## src/hw/rtl/fsa_pkg.sv

```systemverilog
`default_nettype none
// ----------------------------------------------------------------------------
// fsa_pkg
// Shared types and constants for the frame stack averager: field widths,
// per-pixel channel sum layout and output queue sizing.
// ----------------------------------------------------------------------------
package fsa_pkg;

    localparam int PIX_BITS      = 16;
    localparam int MAX_PIXELS    = 1 << PIX_BITS;
    localparam int SAMPLE_BITS   = 8;
    localparam int SUM_BITS      = 16;
    localparam int FC_BITS       = 9;
    localparam int CH_COUNT      = 3;

    localparam int FIFO_DEPTH    = 32;
    localparam int FIFO_PTR_BITS = $clog2(FIFO_DEPTH);
    localparam int CNT_BITS      = FIFO_PTR_BITS + 1;

    localparam int CH_RED        = 0;
    localparam int CH_GREEN      = 1;
    localparam int CH_BLUE       = 2;

    typedef logic [CH_COUNT-1:0][SUM_BITS-1:0]    rgb_sum_t;
    typedef logic [CH_COUNT-1:0][SAMPLE_BITS-1:0] rgb_sample_t;

    typedef struct packed {
        logic [PIX_BITS-1:0] index;
        rgb_sum_t            avg;
    } result_t;

endpackage : fsa_pkg
`default_nettype wire

```

## src/hw/rtl/fsa_div.sv

```systemverilog
`default_nettype none
// ----------------------------------------------------------------------------
// fsa_div
// Pipelined restoring divider for three channels: one quotient bit per
// stage, SUM_BITS stages, a new dividend every cycle.
// ----------------------------------------------------------------------------
module fsa_div
    import fsa_pkg::*;
(
    input  logic                clk,
    input  logic                rst_n,
    input  logic                in_valid,
    input  logic [PIX_BITS-1:0] in_index,
    input  rgb_sum_t            in_sum,
    input  logic [FC_BITS-1:0]  divisor,
    output logic                out_valid,
    output logic [PIX_BITS-1:0] out_index,
    output rgb_sum_t            out_quo
);

    typedef struct packed {
        logic [FC_BITS-1:0]  rem;
        logic [SUM_BITS-1:0] num;
        logic [SUM_BITS-1:0] quo;
    } div_lane_t;

    function automatic div_lane_t div_step(div_lane_t l, logic [FC_BITS-1:0] d);
        logic [FC_BITS:0] trial;
        logic             ge;
        div_lane_t        r;
        trial = {l.rem, l.num[SUM_BITS-1]};
        ge    = (trial >= {1'b0, d});
        r.rem = ge ? FC_BITS'(trial - {1'b0, d}) : trial[FC_BITS-1:0];
        r.num = {l.num[SUM_BITS-2:0], 1'b0};
        r.quo = {l.quo[SUM_BITS-2:0], ge};
        return r;
    endfunction

    logic                valid_reg [SUM_BITS];
    logic [PIX_BITS-1:0] index_reg [SUM_BITS];
    div_lane_t           lane_reg  [SUM_BITS][CH_COUNT];
    div_lane_t           lane_next [SUM_BITS][CH_COUNT];

    always_comb
    begin
        div_lane_t src;
        for (int s = 0; s < SUM_BITS; s++)
        begin
            for (int c = 0; c < CH_COUNT; c++)
            begin
                if (s == 0)
                begin
                    src.rem = '0;
                    src.num = in_sum[c];
                    src.quo = '0;
                end
                else
                begin
                    src = lane_reg[s-1][c];
                end
                lane_next[s][c] = div_step(src, divisor);
            end
        end
    end

    always_ff @(posedge clk or negedge rst_n)
    begin
        if (!rst_n)
        begin
            for (int s = 0; s < SUM_BITS; s++)
            begin
                valid_reg[s] <= 1'b0;
            end
        end
        else
        begin
            valid_reg[0] <= in_valid;
            for (int s = 1; s < SUM_BITS; s++)
            begin
                valid_reg[s] <= valid_reg[s-1];
            end
        end
    end

    always_ff @(posedge clk)
    begin
        lane_reg     <= lane_next;
        index_reg[0] <= in_index;
        for (int s = 1; s < SUM_BITS; s++)
        begin
            index_reg[s] <= index_reg[s-1];
        end
    end

    assign out_valid = valid_reg[SUM_BITS-1];
    assign out_index = index_reg[SUM_BITS-1];

    always_comb
    begin
        for (int c = 0; c < CH_COUNT; c++)
        begin
            out_quo[c] = lane_reg[SUM_BITS-1][c].quo;
        end
    end

endmodule : fsa_div
`default_nettype wire

```

## config.mk

```make
export PLATFORM = sky130hd
export DESIGN_NAME = fsa_div
export DESIGN_NICKNAME = d
export VERILOG_FILES = /design/src/hw/rtl/fsa_pkg.sv /design/src/hw/rtl/fsa_div.sv
export SDC_FILE = /design/constraint.sdc
export NUM_CORES = 2
export LEC_CHECK = 0
export ABC_AREA = 1
export BUFFER_PORTS_ARGS = -buffer_cell sky130_fd_sc_hd__buf_2
export CAP_MARGIN = 5
export CORE_MARGIN = 4
export CORE_UTILIZATION = 30
export DETAILED_ROUTE_END_ITERATION = 12
export SLEW_MARGIN = 20
export SYNTH_ARGS = -nofsm -noshare
export SYNTH_HDL_FRONTEND = slang
export SYNTH_SLANG_ARGS = --single-unit
```

## constraint.sdc

```tcl
create_clock -name clk -period 1.6 [get_ports clk]
set_input_delay 0 -clock clk [delete_from_list [all_inputs] [get_ports clk]]
set_output_delay 0 -clock clk [all_outputs]
set_load 0.03 [all_outputs]
```

# Yosys cells after proc, flatten, opt, wreduce, memory -nomap -nowiden
# Memories as Yosys holds them, arrays and structs flattened.
# Cells that the tools add are included.
[totals]
ff_bits = 1189
latch_bits = 0
mem_bits_rw = 256
rom_bits = 0
input_bits = 76
out_inout_bits = 65
elab_cells = 296
mem_count = 1
[classes]
addsub = 45
n_mul = 0
div = 0
order_cmp = 48
n_eq_ne = 0
shift = 0
n_mux = 45
bitwise_logic = 0
reduce_logical = 0
[mem_list]
columns = ["memory", "depth", "width", "read_ports", "rd_clocked_by_memory_dff", "write_ports", "line", "rtl"]
rows = [
  ["index_reg", 16, 16, 16, 0, 16, "fsa_div.sv:40", "logic [PIX_BITS-1:0] index_reg [SUM_BITS];"],
]
[op_table]
columns = ["op", "count"]
rows = [
  ["greater-or-equal comparator 10 x 9 -> 1 bit", 45],
  ["two-way mux 9 bit", 42],
  ["subtractor 9 bit", 42],
  ["greater-or-equal comparator 1 x 9 -> 1 bit", 3],
  ["subtractor 1 x 9 -> 9 bit", 3],
  ["two-way mux 1 bit", 3],
]

# Depth between registers and ports, before layout
[depth]
depth_word = 2
ltp_mapped = 12
ltp_nobuf = 12

# Worst setup path after synthesis
# Ideal clock, no wire load.
[synth_path]
kind = "input -> register"
startpoint = "input port divisor[1]"
endpoint = "register lane_reg[285] (netlist name)"
t_arrival_ps = 3823
t_required_ps = 1487
setup_slack_ps = -2336
stages = 8
path_buffers = 0
cell_sequence = "inv_1 -> ha_1 -> nand3_1 -> nor2_1 -> a21oi_2 -> nand2_4 -> nand2_1 -> nand2_1"
[synth_rtl]
columns = ["item", "line", "rtl"]
rows = [
  ["start, declared", "fsa_div.sv:15", "input logic [FC_BITS-1:0] divisor,"],
  ["end signal, assigned", "fsa_div.sv:87", "lane_reg <= lane_next;"],
  ["end, declared", "fsa_div.sv:41", "div_lane_t lane_reg [SUM_BITS][CH_COUNT];"],
]

==> impl_metrics.ini <==
[status]
status = finished with violations
violations = negative setup slack

[global_routing]
grt_overflow = 0
grt_pass1_wl_um = 225000
grt_pass1_vias = 45733
antenna_found_initial = 5
grt_max_degree = 28
grt_usage_pct = 13.9

[sta]
slew-limit-headroom_pct = 54.6
fin_crit_sh_pct = 107
slew_viol_final = 0
finClkSkew_ns = 0.0330
fin_tns_setup_ns = -8.47
hold_viol = 0
worst_pin_slew_ns = 0.679
rsz0062_at_grt = yes
setup_viol = 242
final.min_clock_period_ns = 1.71
fmax_ghz = 0.583
setup_slack_ns = -0.115

[logic_synthesis]
avgSynthCellArea_um2 = 8.51
syn_nets = 7184
ys_ff_latch = 1445
synth_ff_type = dfxtp_1
syn_inst = 6655
yosysSeqAreaShare_pct = 51.2
yosysUniqueCellTypes = 32
ys_warn_count = 0
synth_edf_count = 0
synth_top_area_cell = dfxtp_1
synth_area_um2 = 56600
synth-async-reset-ratio_pct = 1.11
synthTopCellsByArea = dfxtp_1 51%, nand2_1 14%, ha_1 9.1%
synth_top_area_share_pct = 50.5

[setup_path]
path_max_fanout = 6
critPathLaunchType = input pin
rr_worst_depth = 10
worstSetupPathType = in -> reg
endpoint_kind = flip-flop
cp_slowest_cell = dlygate4sd3_1
crit_top_cell = buf_4
max_stage_delay_ns = 0.72
path_cells = buf_4 > buf_4 > dlygate4sd3_1 > ha_4 > inv_4 > fa_2 > nand4_1 > nand2_2 > nand2_4 > clkbuf_16 > nand3_2 > nand2_1
crit_arrival_ns = 2.43
cp.required_ns = 2.31

[clock_tree]
clock_sinks = 1445
clk_path_buf_depth = 3
htree_num_levels = 4
path_clk_slew_ns = 0.06
numCtsBuffers = 156
clk_latency_ns = 0.80
cts_tree = yes
cts-root-buf = clkbuf_16

[layout]
filler_cell_count = 17876
area_delta_synth_final_pct = 41.5
drive_above_1_share_pct = 30.8
num-nets-final = 8534
largest_reg_flops = 675

[drt]
drt_iter0_drc = 2165
wl_per_cell_um = 13.4
vias = 46142
drc = 0
drt_wl_total_um = 142000
ant_nets = 0
vias_per_cell = 4.34
dr.pass1.iters = 6

[power_and_ir_drop]
p_leak_nw = 40.0
peakVddDrop_mv = 1.01
cellPowerDensity_nw_per_um2 = 1830

[placed_design]
post-dp-hpwl_um = 97000
gp_congestion = 0.893
place_ws_ns = -0.338
io_buffers = 140

[die]
ios = 141
fp.coreArea_um2 = 188000
start_util_pct = 30.2
die_area_um2 = 196000
die_width_um = 442
die_h_um = 442
num_rows = 159

[min_path]
hold_path.class = in -> reg
hold_depth = 6

[flow_run]
max_cap_viol_count = 0
[layer usage]
layer	vias to the layer above	GRT usage (%)	routed length, um
met2	791	24.9	71200
met3	323	2.31	4900
li1	23768	-	-
met1	21256	16.2	60500
met4	4	5.86	5370
met5	-	0	33
[critical path, delay by kind of cell]
kind | cells | cell delay (ns)
adder cells (fa/ha/maj) | 2 | 0.55
AND/OR/NAND/NOR | 5 | 0.52
buffers and inverters | 5 | 1.33
[per-stage QoR]
step / std cells / instance area [um2] / power [W] / hold WS, ns / utilization [%]
6_report: 10634 / 80100 / 0.147 / 0.0657 / 42.7
5_1_grt: 10633 / 80100 / 0.158 / 0.0307 / 42.7
4_1_cts: 10550 / 76600 / 0.142 / 0.00256 / 40.8
3_3_place_gp: 9939 / 66400 / 0.0987 / -0.0882 / 35.4
2_1_floorplan: 6655 / 56900 / 0.0813 / -0.296 / -
3_5_place_dp: 9939 / 66400 / 0.0996 / -0.0786 / 35.4
[final cells by class]
cell class	instances	area, um2	area share [%]
tap	2495	3120	3.90
antenna	3	7.51	0.00937
clock inverter	85	1170	1.46
inverter	848	3210	4.01
sequential	1445	29200	36.4
clock buffer	204	4350	5.44
timing repair buffer	1270	10800	13.5
multi-input combinational	4284	28300	35.3
[cells by family (layout without fill, tap and decap cells)]
family                   count (synthesis)  count (layout)  share of synthesized area [%]
AO/OA/AOI/OAI                          215             215                           1.94
flip-flops                            1445            1445                           51.2
AND/OR/NAND/NOR                       3440            3489                           27.0
buffers and inverters                  975            2407                           7.25
adder cells (fa/ha/maj)                453             453                           10.6
other                                    0               3                              0
XOR/XNOR                               127             127                           1.97
[synthesized netlist by cell type (18+ instances only)]
| library cell | number |
|---|---|
| dfxtp_1 | 1429 |
| nand4_1 | 89 |
| buf_4 | 64 |
| ha_1 | 411 |
| inv_1 | 846 |
| nand2_4 | 34 |
| buf_2 | 43 |
| nor2_2 | 41 |
| nand2_8 | 18 |
| xor2_1 | 127 |
| nand2_1 | 2175 |
| a21oi_1 | 195 |
| nand3b_1 | 24 |
| nand3_1 | 733 |
| nor2_1 | 146 |
| fa_1 | 42 |
| nor3_1 | 52 |
| buf_6 | 20 |
| nand2_2 | 69 |
| nor2_4 | 22 |
[final timing paths]
check / start / end / slack, ns
max reg2reg: lane_reg[1302] / lane_reg[1188] / -0.10
min reg2reg: lane_next[848] / lane_next[726] / 0.31
min: divisor[0] / lane_reg[360] / 0.07
max in group asynchronous: rst_n / valid_reg[8] / 0.82
min in group asynchronous: rst_n / valid_reg[7] / 0.34
max: divisor[0] / lane_reg[1188] / -0.11
[cell usage in the layout (no fill, tap or decap), types with 142 or more instances in the layout]
master	netlist	layout
nand2_1	2175	1899
clkbuf_16	0	157
ha_1	411	259
dlygate4sd3_1	0	189
inv_1	846	743
a21oi_1	195	151
nand3_2	1	147
ha_4	0	142
dfxtp_1	1429	1334
nand2_2	69	306
buf_4	64	810
nand3_1	733	579
[where the power goes]
group	internal [W]	switching, W
Clock	0.0224	0.0151
Sequential	0.0440	0.00481
Combinational	0.0275	0.0329
Total	0.0940	0.0528
[repair_timing]
item | 4_1_cts | 5_1_grt
setup endpoints to repair | 413 | 403
pin swaps | 237 | 297
endpoints found under the hold margin | 143 | 0
hold buffers | 194 | 0
resized for setup | 442 | 618
gates cloned | 35 | 15
buffers inserted | 95 | 67
(Power assumes the default switching activity.)
